===== src/rtl/spa_pkg.sv =====
// ============================================================================
// spa_pkg
// Shared types, codes and sizes for the sparse polynomial adder.
// ============================================================================
package spa_pkg;

    localparam int MAX_TERMS = 32;

    localparam int EXP_W  = 16;
    localparam int COEF_W = 32;

    // request codes
    localparam logic [1:0] MODE_LOAD_FIRST  = 2'd0;
    localparam logic [1:0] MODE_LOAD_SECOND = 2'd1;
    localparam logic [1:0] MODE_MERGE       = 2'd2;

    typedef struct packed {
        logic        [1:0]        mode;
        logic        [EXP_W-1:0]  exponent;
        logic signed [COEF_W-1:0] coefficient;
    } req_item_t;

    typedef struct packed {
        logic        [EXP_W-1:0]  sum_exponent;
        logic signed [COEF_W-1:0] sum_coefficient;
        logic                     last_term;
        logic                     empty_result;
        logic                     overflow_seen;
    } rsp_item_t;

    // one stored term
    typedef struct packed {
        logic        [EXP_W-1:0]  exponent;
        logic signed [COEF_W-1:0] coefficient;
    } term_t;

    typedef enum logic [1:0] {
        ST_IDLE,
        ST_FETCH,
        ST_EMIT
    } state_t;

    // controller -> datapath
    typedef struct packed {
        logic load_first;
        logic load_second;
        logic start_merge;
        logic emit_empty;
        logic emit_term;
    } cmd_t;

    // datapath -> controller
    typedef struct packed {
        logic lists_empty;
        logic out_full;
        logic out_free;
        logic final_term;
    } status_t;

endpackage


===== src/rtl/spa_datapath.sv =====
// ============================================================================
// spa_datapath
// Term memories, list counters, merge indices, saturating adder and result
// register.
// ============================================================================
module spa_datapath #(
    parameter int MAX_TERMS = spa_pkg::MAX_TERMS
) (
    input  logic               clk,
    input  logic               rst_n,
    input  spa_pkg::req_item_t req_item,
    input  spa_pkg::cmd_t      cmd,
    output spa_pkg::status_t   status,
    output logic               rsp_valid,
    input  logic               rsp_stall,
    output spa_pkg::rsp_item_t rsp_item
);

    localparam int CNT_W = $clog2(MAX_TERMS + 1);
    localparam int IDX_W = (MAX_TERMS > 1) ? $clog2(MAX_TERMS) : 1;

    spa_pkg::term_t first_mem  [MAX_TERMS];
    spa_pkg::term_t second_mem [MAX_TERMS];

    spa_pkg::term_t first_rd_reg;
    spa_pkg::term_t second_rd_reg;

    logic [CNT_W-1:0] first_cnt_reg, first_cnt_next;
    logic [CNT_W-1:0] second_cnt_reg, second_cnt_next;
    logic [CNT_W-1:0] i_reg, i_next;
    logic [CNT_W-1:0] j_reg, j_next;
    logic             ovf_reg, ovf_next;
    logic             rsp_valid_reg, rsp_valid_next;
    spa_pkg::rsp_item_t rsp_item_reg, rsp_item_next;

    logic first_full, second_full;
    logic have_first, have_second;
    logic adv_first, adv_second;
    logic [CNT_W-1:0] i_adv, j_adv;
    logic is_last;
    logic [spa_pkg::EXP_W-1:0]         term_exp;
    logic signed [spa_pkg::COEF_W-1:0] term_coef;
    logic signed [spa_pkg::COEF_W:0]   wide_sum;
    logic signed [spa_pkg::COEF_W-1:0] sat_sum;
    spa_pkg::term_t new_term;

    assign first_full  = (first_cnt_reg == CNT_W'(MAX_TERMS));
    assign second_full = (second_cnt_reg == CNT_W'(MAX_TERMS));
    assign new_term    = '{exponent: req_item.exponent, coefficient: req_item.coefficient};

    // term memories: one write port, one registered read port each
    always_ff @(posedge clk)
    begin
        if (cmd.load_first && !first_full)
        begin
            first_mem[first_cnt_reg[IDX_W-1:0]] <= new_term;
        end
        if (cmd.load_second && !second_full)
        begin
            second_mem[second_cnt_reg[IDX_W-1:0]] <= new_term;
        end
        first_rd_reg  <= first_mem[i_reg[IDX_W-1:0]];
        second_rd_reg <= second_mem[j_reg[IDX_W-1:0]];
    end

    // saturating Q16.16 add
    always_comb
    begin
        wide_sum = {first_rd_reg.coefficient[spa_pkg::COEF_W-1], first_rd_reg.coefficient}
                 + {second_rd_reg.coefficient[spa_pkg::COEF_W-1], second_rd_reg.coefficient};
        if (wide_sum[spa_pkg::COEF_W] != wide_sum[spa_pkg::COEF_W-1])
        begin
            sat_sum = wide_sum[spa_pkg::COEF_W]
                    ? {1'b1, {(spa_pkg::COEF_W-1){1'b0}}}
                    : {1'b0, {(spa_pkg::COEF_W-1){1'b1}}};
        end
        else
        begin
            sat_sum = wide_sum[spa_pkg::COEF_W-1:0];
        end
    end

    // merge step selection
    always_comb
    begin
        have_first  = (i_reg < first_cnt_reg);
        have_second = (j_reg < second_cnt_reg);
        adv_first   = 1'b0;
        adv_second  = 1'b0;
        term_exp    = second_rd_reg.exponent;
        term_coef   = second_rd_reg.coefficient;
        priority if (have_first && have_second &&
                     first_rd_reg.exponent == second_rd_reg.exponent)
        begin
            adv_first  = 1'b1;
            adv_second = 1'b1;
            term_exp   = first_rd_reg.exponent;
            term_coef  = sat_sum;
        end
        else if (have_first && (!have_second ||
                 first_rd_reg.exponent > second_rd_reg.exponent))
        begin
            adv_first = 1'b1;
            term_exp  = first_rd_reg.exponent;
            term_coef = first_rd_reg.coefficient;
        end
        else
        begin
            adv_second = 1'b1;
        end
        i_adv   = i_reg + CNT_W'(adv_first);
        j_adv   = j_reg + CNT_W'(adv_second);
        is_last = (i_adv >= first_cnt_reg) && (j_adv >= second_cnt_reg);
    end

    always_comb
    begin
        first_cnt_next  = first_cnt_reg;
        second_cnt_next = second_cnt_reg;
        i_next          = i_reg;
        j_next          = j_reg;
        ovf_next        = ovf_reg;
        rsp_valid_next  = rsp_valid_reg;
        rsp_item_next   = rsp_item_reg;

        if (rsp_valid_reg && !rsp_stall)
        begin
            rsp_valid_next = 1'b0;
        end

        if (cmd.load_first)
        begin
            if (first_full)
            begin
                ovf_next = 1'b1;
            end
            else
            begin
                first_cnt_next = first_cnt_reg + CNT_W'(1);
            end
        end
        if (cmd.load_second)
        begin
            if (second_full)
            begin
                ovf_next = 1'b1;
            end
            else
            begin
                second_cnt_next = second_cnt_reg + CNT_W'(1);
            end
        end

        if (cmd.start_merge)
        begin
            i_next = '0;
            j_next = '0;
        end

        if (cmd.emit_empty)
        begin
            rsp_valid_next = 1'b1;
            rsp_item_next  = '{sum_exponent: '0, sum_coefficient: '0, last_term: 1'b1,
                               empty_result: 1'b1, overflow_seen: ovf_reg};
        end

        if (cmd.emit_term)
        begin
            rsp_valid_next = 1'b1;
            rsp_item_next  = '{sum_exponent: term_exp, sum_coefficient: term_coef,
                               last_term: is_last, empty_result: 1'b0,
                               overflow_seen: ovf_reg};
            if (is_last)
            begin
                first_cnt_next  = '0;
                second_cnt_next = '0;
                i_next          = '0;
                j_next          = '0;
            end
            else
            begin
                i_next = i_adv;
                j_next = j_adv;
            end
        end
    end

    always_ff @(posedge clk or negedge rst_n)
    begin
        if (!rst_n)
        begin
            first_cnt_reg  <= '0;
            second_cnt_reg <= '0;
            i_reg          <= '0;
            j_reg          <= '0;
            ovf_reg        <= 1'b0;
            rsp_valid_reg  <= 1'b0;
        end
        else
        begin
            first_cnt_reg  <= first_cnt_next;
            second_cnt_reg <= second_cnt_next;
            i_reg          <= i_next;
            j_reg          <= j_next;
            ovf_reg        <= ovf_next;
            rsp_valid_reg  <= rsp_valid_next;
        end
    end

    always_ff @(posedge clk)
    begin
        rsp_item_reg <= rsp_item_next;
    end

    assign status.lists_empty = (first_cnt_reg == '0) && (second_cnt_reg == '0);
    assign status.out_full    = rsp_valid_reg;
    assign status.out_free    = !rsp_valid_reg || !rsp_stall;
    assign status.final_term  = is_last;

    assign rsp_valid = rsp_valid_reg;
    assign rsp_item  = rsp_item_reg;

endmodule


===== src/rtl/spa_ctrl.sv =====
// ============================================================================
// spa_ctrl
// Request acceptance and merge sequencing.
// ============================================================================
module spa_ctrl (
    input  logic             clk,
    input  logic             rst_n,
    input  logic             req_valid,
    input  logic [1:0]       req_mode,
    output logic             req_stall,
    input  spa_pkg::status_t status,
    output spa_pkg::cmd_t    cmd
);

    spa_pkg::state_t state_reg, state_next;
    logic accept;

    // a merge needs the result register; loads do not
    assign req_stall = (state_reg != spa_pkg::ST_IDLE) ||
                       ((req_mode == spa_pkg::MODE_MERGE) && status.out_full);
    assign accept    = req_valid && !req_stall;

    always_comb
    begin
        state_next = state_reg;
        unique case (state_reg)
            spa_pkg::ST_IDLE:
            begin
                if (accept && (req_mode == spa_pkg::MODE_MERGE) && !status.lists_empty)
                begin
                    state_next = spa_pkg::ST_FETCH;
                end
            end
            spa_pkg::ST_FETCH:
            begin
                state_next = spa_pkg::ST_EMIT;
            end
            spa_pkg::ST_EMIT:
            begin
                if (status.out_free)
                begin
                    state_next = status.final_term ? spa_pkg::ST_IDLE : spa_pkg::ST_FETCH;
                end
            end
            default:
            begin
                state_next = spa_pkg::ST_IDLE;
            end
        endcase
    end

    always_comb
    begin
        cmd = '0;
        unique case (state_reg)
            spa_pkg::ST_IDLE:
            begin
                if (accept)
                begin
                    cmd.load_first  = (req_mode == spa_pkg::MODE_LOAD_FIRST);
                    cmd.load_second = (req_mode == spa_pkg::MODE_LOAD_SECOND);
                    if (req_mode == spa_pkg::MODE_MERGE)
                    begin
                        cmd.emit_empty  = status.lists_empty;
                        cmd.start_merge = !status.lists_empty;
                    end
                end
            end
            spa_pkg::ST_FETCH:
            begin
                cmd = '0;
            end
            spa_pkg::ST_EMIT:
            begin
                cmd.emit_term = status.out_free;
            end
            default:
            begin
                cmd = '0;
            end
        endcase
    end

    always_ff @(posedge clk or negedge rst_n)
    begin
        if (!rst_n)
        begin
            state_reg <= spa_pkg::ST_IDLE;
        end
        else
        begin
            state_reg <= state_next;
        end
    end

endmodule


===== src/rtl/sparse_polynomial_adder_unit.sv =====
// ============================================================================
// sparse_polynomial_adder_unit
// Adds two sparse polynomials held as descending-exponent term lists.
// ============================================================================
// Usage:
//   Request channel (req_valid / req_stall / req_item) carries one item per
//   handshake: load a term into the first list, load a term into the second
//   list, or merge. Mode 3 is accepted and ignored.
//   A load gives no result. A load into a full list is dropped and sets the
//   sticky overflow flag, reported in every result. A merge streams result
//   items on the response channel (rsp_valid / rsp_stall / rsp_item), one
//   per term, the final one with last_term set. With both lists empty a
//   single item with empty_result set comes out in the cycle after the
//   request. Otherwise each term passes through a fetch state, which does
//   the registered memory read, and an emit state, which does the
//   compare/add and loads the result register, so a term is fetched only
//   after the one before it has been emitted. Both lists are empty after
//   a merge, and the request channel is held until its final term is emitted.
//   While a merge runs req_stall is high. A merge request also waits while
//   the previous result is still held; loads are taken meanwhile.
//   When the receiver stalls, the result register holds its item and the
//   merge pauses. Reset clears the counts, indices, overflow flag and
//   rsp_valid; term memory contents are not cleared and need no clearing.
// ============================================================================
module sparse_polynomial_adder_unit #(
    parameter int MAX_TERMS = spa_pkg::MAX_TERMS
) (
    input  logic               clk,
    input  logic               rst_n,
    input  logic               req_valid,
    output logic               req_stall,
    input  spa_pkg::req_item_t req_item,
    output logic               rsp_valid,
    input  logic               rsp_stall,
    output spa_pkg::rsp_item_t rsp_item
);

    spa_pkg::cmd_t    cmd;
    spa_pkg::status_t status;

    // sequencing: idle / fetch / emit
    spa_ctrl u_ctrl (
        .clk       (clk),
        .rst_n     (rst_n),
        .req_valid (req_valid),
        .req_mode  (req_item.mode),
        .req_stall (req_stall),
        .status    (status),
        .cmd       (cmd)
    );

    // storage, merge compare, saturating add, result register
    spa_datapath #(
        .MAX_TERMS (MAX_TERMS)
    ) u_datapath (
        .clk       (clk),
        .rst_n     (rst_n),
        .req_item  (req_item),
        .cmd       (cmd),
        .status    (status),
        .rsp_valid (rsp_valid),
        .rsp_stall (rsp_stall),
        .rsp_item  (rsp_item)
    );

endmodule


===== config.mk =====
export PLATFORM = sky130hd
export DESIGN_NAME = sparse_polynomial_adder_unit
export DESIGN_NICKNAME = d
export VERILOG_FILES = /design/src/rtl/spa_pkg.sv /design/src/rtl/spa_datapath.sv /design/src/rtl/spa_ctrl.sv /design/src/rtl/sparse_polynomial_adder_unit.sv
export SDC_FILE = /design/constraint.sdc
export NUM_CORES = 2
export LEC_CHECK = 0
export BUFFER_PORTS_ARGS = -buffer_cell sky130_fd_sc_hd__clkbuf_2
export CAP_MARGIN = 20
export CORE_UTILIZATION = 36
export CTS_BUF_LIST = sky130_fd_sc_hd__clkbuf_4 sky130_fd_sc_hd__clkbuf_8 sky130_fd_sc_hd__clkbuf_16
export CTS_CLUSTER_DIAMETER = 150
export DETAILED_ROUTE_END_ITERATION = 12
export RECOVER_POWER = 25
export SLEW_MARGIN = 20
export SYNTH_ARGS = -nofsm -noshare
export SYNTH_HDL_FRONTEND = slang
export SYNTH_SLANG_ARGS = --single-unit

===== constraint.sdc =====
create_clock -name clk -period 7.75 [get_ports clk]
set_clock_uncertainty 0.15 [all_clocks]
set_input_delay 1.1625 -clock clk [delete_from_list [all_inputs] [get_ports clk]]
set_output_delay 1.1625 -clock clk [all_outputs]
set_load 0.02 [all_outputs]

Word level (Yosys, flattened, before mapping)

Memories as Yosys holds them, arrays and structs flattened. A register that Yosys moved wholly into a read port is not among the register bits.
Index checks and enable logic that the tools add are counted.

Bits in writable memories: 3072
Flip-flop bits (word level): 79
Memories: 2
Output and inout port bits: 53

Memory list:

| memory                | words | bits a word | rd ports | clocked after memory_dff | write ports | RTL line           | source |
|---|---|---|---|---|---|---|---|
| u_datapath.first_mem  | 32    | 48          | 1        | 1                        | 1           | spa_datapath.sv:22 | `spa_pkg::term_t first_mem [MAX_TERMS];` |
| u_datapath.second_mem | 32    | 48          | 1        | 1                        | 1           | spa_datapath.sv:23 | `spa_pkg::term_t second_mem [MAX_TERMS];` |

Mux-type cells: 44
Reductions and logical operators: 31
Magnitude comparators: 5
Equal/unequal tests: 10
Add/subtract/negate cells: 5

Operators with widths:

| cell                | number |
|---|---|
| $mux 32             | 4 |
| $mux 51             | 2 |
| $mux 6              | 13 |
| $add 32x32->33      | 1 |
| $mux 16             | 2 |
| $mux 1              | 17 |
| $eq 16x16->1        | 1 |
| $gt 16x16->1        | 1 |
| $add 6x1->6         | 2 |
| $add 6x1->6 const B | 2 |
| $eq 6x6->1 const B  | 2 |
| $ge 6x6->1          | 2 |
| $logic_and 1x1->1   | 12 |
| $logic_not 6->1     | 2 |
| $lt 6x6->1          | 2 |
| $mux 4              | 2 |
| $logic_not 1->1     | 7 |
| $mux 2              | 3 |
| $pmux 2 s3          | 1 |
| $reduce_bool 2->1   | 3 |
| $eq 2x1->1 const B  | 2 |
| $eq 2x2->1 const B  | 2 |
| $logic_not 2->1     | 2 |
| $ne 2x1->1 const B  | 2 |
| 4 further kinds     | 6 |

Logic depth before layout (Yosys ltp)

Depth after elaboration: 12
Mapped depth: 22

Cells and area by module

Synthesis repeated with hierarchy kept, for this count alone.

Cell total of the unflattened synthesis: 6107
Area total of the unflattened synthesis: 126105.9 um2

By module, submodules not included:

| module       | area each (um2) | times used | sequential area each (um2) | cells each |
|---|---|---|---|---|
| spa_datapath | 125945.8        | 1          | 96342.4                    | 6090 |
| spa_ctrl     | 160.2           | 1          | 50.0                       | 17 |

Least setup slack after synthesis

No wires, ideal clock.

Kind: input to register
Start point: input req_item[49] in the netlist's numbering
End point: register u_datapath.rsp_item_reg (netlist bit u_datapath.rsp_item[0]) (data pin)
Setup slack: 1684 ps
Library setup time: 158 ps
Buffers on the path: 0
Arrival: 5758 ps
Stages on the path: 6
Required time: 7442 ps
Cells stage by stage: nor2b_1 -> a211oi_1 -> and3_1 -> inv_1 -> o21ai_0 -> and2_1

RTL lines:

| what                   | RTL line                           | source |
|---|---|---|
| start: declaration     | sparse_polynomial_adder_unit.sv:32 | `input spa_pkg::req_item_t req_item,` |
| end signal: assignment | spa_datapath.sv:212                | `rsp_item_reg <= rsp_item_next;` |
| end: declaration       | spa_datapath.sv:34                 | `spa_pkg::rsp_item_t rsp_item_reg, rsp_item_next;` |

==> results.toml <==
[route]
detail_route.first_pass.iterations = 5
route.vias.total = 62844
drc = 0
route.final.wire_length_um = 336400
routedWlPerCell_um = 29.84
vias_per_cell = 5.575
ant_nets = 0
detailed_router_s_first_iteration_violation_count = 6880

[floorplan]
floorplan.initialDensity = 0.3626
rows = 216
die_h_um = 593.2
die_outline_area_mm2 = 0.3519
floorplan.die.width_um = 593.2
placeableCoreArea_mm2 = 0.3470
pin_count = 107

[global_routing]
initial_antenna_violation_count = 28
globalRouteMet1Util = 0.2547
vias_in_the_first_global_route = 63647
use_met3 = 0.02474
wire_length_of_the_first_global_routing_pass_um = 476300
most_used_routing_layer = "met2"
grtUsageMet2 = 0.3216
largest_net_degree_at_the_start_of_global_routing = 139
global_route_total_usage_across_every_layer = 0.1891
grt-ovfl-total = 0

[sta]
timing.fmax_mhz = 172.7
worst_pin_slew_ns = 3.351
final.min_clock_period_ns = 5.790
finalHoldViolCount = 0
grt_setup_unrepaired = "false"
post-route-period-util = 0.7471
slew_viol_final = 2569
final.setup.tns_ns = 0
report.final.setup_viol = 0
slew-limit-headroom = -1.234

[setup_path]
setup.worst_path.class = "flop to flop"
critPathMaxStageDelay_ns = 0.69
r2r_end = "u_datapath.rsp_item[2]$_DFFE_PP_"
reg2reg_setup_slack_ns = 1.96
critPathArrivalTime_ns = 6.26
critPathMaxFanout = 35
reg2regPathDepth = 17
cp_slowest_cell = "sky130_fd_sc_hd__dfrtp_4"
worst_setup_path_start_kind = "flop"
timing.critical_path.to_type = "flop"
cp_cell_sequence = "ha_1 -> nor4_1 -> o21ai_0 -> a31oi_2 -> o21ai_0 -> o31a_2 -> ha_1 -> ha_1 -> ha_1 -> a21o_1 -> a21o_1 -> a21o_1 -> a21o_1 -> a21oi_1 -> buf_4 -> nor3_2 -> or2_2"
crit-reg2reg-launch = "u_datapath.j_reg[3]$_DFFE_PN0P_"
required_ns = 8.22

[placed_design]
dp.cells = 10655
buffer_ports.inserted = 106
post-dp-hpwl_um = 187500
routabilityCongestion = 0.8428
dpl-instance-area_mm2 = 0.1330

[finish]
final_cells = 11273
drive_above_1_share = 0.2567
final_cell_area_mm2 = 0.1438
synthToLayoutAreaGrowth_pct = 14.26
final_nets = 6554

[yosys]
post_synth_edffs = 3122
yosys_warnings = 0
synth.net_count = 6223
yosysSeqAreaShare = 0.7661
main_flop_type_after_synthesis = "sky130_fd_sc_hd__edfxtp_1"
netlist_area_mm2 = 0.1258
synth_cells = 6084
synth_seq_cells = 3247
post_synth.cell_area_avg_um2 = 20.68
yosys.cell_types.count = 64
postSynth.asyncResetShare = 0.008623

[job]
drv_cap = 40

[clock_network]
clk_pin_slew_worst_paths_ns = 0.07
root_buffer = "sky130_fd_sc_hd__clkbuf_16"
cts_inserted_buffers = 333
total_number_of_h_tree_levels = 5
post_cts_buffers = 0
cts.repair.resized = 0
cts_tree = "built"
holdBufCountCts = 0
latest_clock_arrival_within_the_worst_skew_pair_ns = 0.87
cts.sink_count = 3247
clock_path_buffers = 4

[pwr]
comb_power_share = 0.194
switching_power_w = 0.01231
report.power.total_w = 0.04498
share_clk_of_total_power = 0.355
vdd_drop_max_v = 0.0002931
p_leak_nw = 43.85
pwr_density_cell_mw_per_mm2 = 312.8
power.share.switching = 0.2737
relative_contribution_of_sequential_cells_to_total_power = 0.451
power.internal_w = 0.03266

[hold_path]
hold-path-endpoint = "u_datapath.i_reg[5]$_DFFE_PN0P_"
hold_path_startpoint = "u_datapath.i_reg[5]$_DFFE_PN0P_"
worstHoldPathType = "flop to flop"
whs_path_depth = 2

[run_status]
outcome = "finished, violations left"
failed_checks = "capacitance limit, slew limit"
worst max-delay path by stage:
| stage | slack (ns) | end | cells after the start | startpoint |
|---|---|---|---|---|
| after floorplan | 1.68 | u_datapath.rsp_item[0]$_DFFE_PP_ | 6 | req_item[49] |
| after global placement | 0.98 | u_datapath.rsp_item[2]$_DFFE_PP_ | 16 | u_datapath.i_reg[2]$_DFFE_PN0P_ |
| after detailed placement | 1.47 | u_datapath.rsp_item[2]$_DFFE_PP_ | 16 | u_datapath.j_reg[3]$_DFFE_PN0P_ |
| after CTS | 1.43 | u_datapath.rsp_item[2]$_DFFE_PP_ | 16 | u_datapath.j_reg[3]$_DFFE_PN0P_ |
| after global routing | 1.72 | u_datapath.rsp_item[2]$_DFFE_PP_ | 18 | u_datapath.second_cnt_reg[2]$_DFF_PN0_ |
| final | 1.96 | u_datapath.rsp_item[2]$_DFFE_PP_ | 17 | u_datapath.j_reg[3]$_DFFE_PN0P_ |
power by group through the flow:
| stage | clock (W) | combinational [W] | sequential [W] |
|---|---|---|---|
| after floorplan | 0 | 0.00599 | 0.0204 |
| after global routing | 0.0168 | 0.00932 | 0.0203 |
| after CTS | 0.0162 | 0.00875 | 0.0203 |
| after detailed placement | 0 | 0.00871 | 0.0206 |
| final | 0.0160 | 0.00872 | 0.0203 |
| after global placement | 0 | 0.00868 | 0.0206 |
Yosys cell counts, types with 12 or more instances:
master                     number  area share
sky130_fd_sc_hd__a21o_1        15     0.00090
sky130_fd_sc_hd__dfrtp_1       28      0.0056
sky130_fd_sc_hd__o211ai_1      21      0.0013
sky130_fd_sc_hd__mux2_2       144       0.013
sky130_fd_sc_hd__buf_2         94      0.0037
sky130_fd_sc_hd__nand2_1      200      0.0060
sky130_fd_sc_hd__o21ai_0      163      0.0065
sky130_fd_sc_hd__nand3_1       27      0.0011
sky130_fd_sc_hd__clkbuf_1     169      0.0050
sky130_fd_sc_hd__o22ai_1       50      0.0025
sky130_fd_sc_hd__mux4_2       672        0.12
sky130_fd_sc_hd__a21oi_1      230      0.0091
sky130_fd_sc_hd__dfxtp_1       97       0.015
sky130_fd_sc_hd__nand4_1       16     0.00080
sky130_fd_sc_hd__buf_4         14     0.00084
sky130_fd_sc_hd__o21ai_1       27      0.0011
sky130_fd_sc_hd__nor3_1        12     0.00048
sky130_fd_sc_hd__inv_1         50      0.0015
sky130_fd_sc_hd__mux2i_1      293       0.023
sky130_fd_sc_hd__nor2_1       210      0.0063
sky130_fd_sc_hd__o221ai_1     168       0.012
sky130_fd_sc_hd__ha_1          84      0.0084
sky130_fd_sc_hd__edfxtp_1    3122        0.75
sky130_fd_sc_hd__xnor2_1       29      0.0020
sky130_fd_sc_hd__buf_1         33     0.00098
stage by stage:
step                setup slack, ns  hold WS, ns    util
global route                  1.724       0.4432  0.4142
floorplan                     1.684       0.2868       -
global placement             0.9764       0.3716  0.3830
CTS                           1.430       0.2252  0.4145
detailed placement            1.474       0.3792  0.3831
finish                        1.960       0.4067  0.4143
placed cells by master, fill, tap and decap left out, types with 55 or more instances in the layout:
cell and instances:
sky130_fd_sc_hd__o221ai_1 168, sky130_fd_sc_hd__dfxtp_1 97, sky130_fd_sc_hd__edfxtp_1 3122, sky130_fd_sc_hd__mux2i_1 293, sky130_fd_sc_hd__ha_1 84, sky130_fd_sc_hd__clkbuf_16 346, sky130_fd_sc_hd__buf_4 155, sky130_fd_sc_hd__clkinv_1 71
sky130_fd_sc_hd__clkinv_2 55, sky130_fd_sc_hd__a21oi_1 228, sky130_fd_sc_hd__mux4_2 672, sky130_fd_sc_hd__o21ai_0 162, sky130_fd_sc_hd__clkbuf_2 96, sky130_fd_sc_hd__mux2_2 144, sky130_fd_sc_hd__nor2_4 64, sky130_fd_sc_hd__clkbuf_4 70
sky130_fd_sc_hd__nor2_1 146, sky130_fd_sc_hd__nand2_1 199
metal layers:
layer / vias to the layer above / wire length (µm)
met5: - / 13
met4: 2 / 10150
met3: 491 / 21600
met2: 2345 / 168600
met1: 33998 / 136000
li1: 26008 / -
final cells by class:
class	count	area, µm²
clock buffers	427	9341
repair buffers	310	2087
well taps	4578	5728
fillers	30183	203200
flip-flops and latches	3247	96430
inverters	53	198.9
multi-input cells	2470	28420
clock inverters	173	1531
diodes	15	37.54
critical path, delay by kind of cell, from the launching register on:
family | cells | cell delay [ns]
DFF | 1 | 0.69
and+or+nand+nor | 3 | 0.74
AOI/OAI and AO/OA | 9 | 2.54
buffers and inverters | 1 | 0.26
adders and majority gates | 4 | 1.15
logic make-up (layout without fill, tap and decap cells):
logic type,Yosys count,count (layout),share of synthesized area
other cells,0,15,0
compound gates,731,731,0.03695
flops,3247,3247,0.7661
buf+inv,367,963,0.01254
mux,1109,1109,0.1565
fa+ha+maj,85,85,0.008512
xor+xnor,38,38,0.002645
simple gates,507,507,0.01676
No activity file was read; power rests on OpenSTA's default activity.
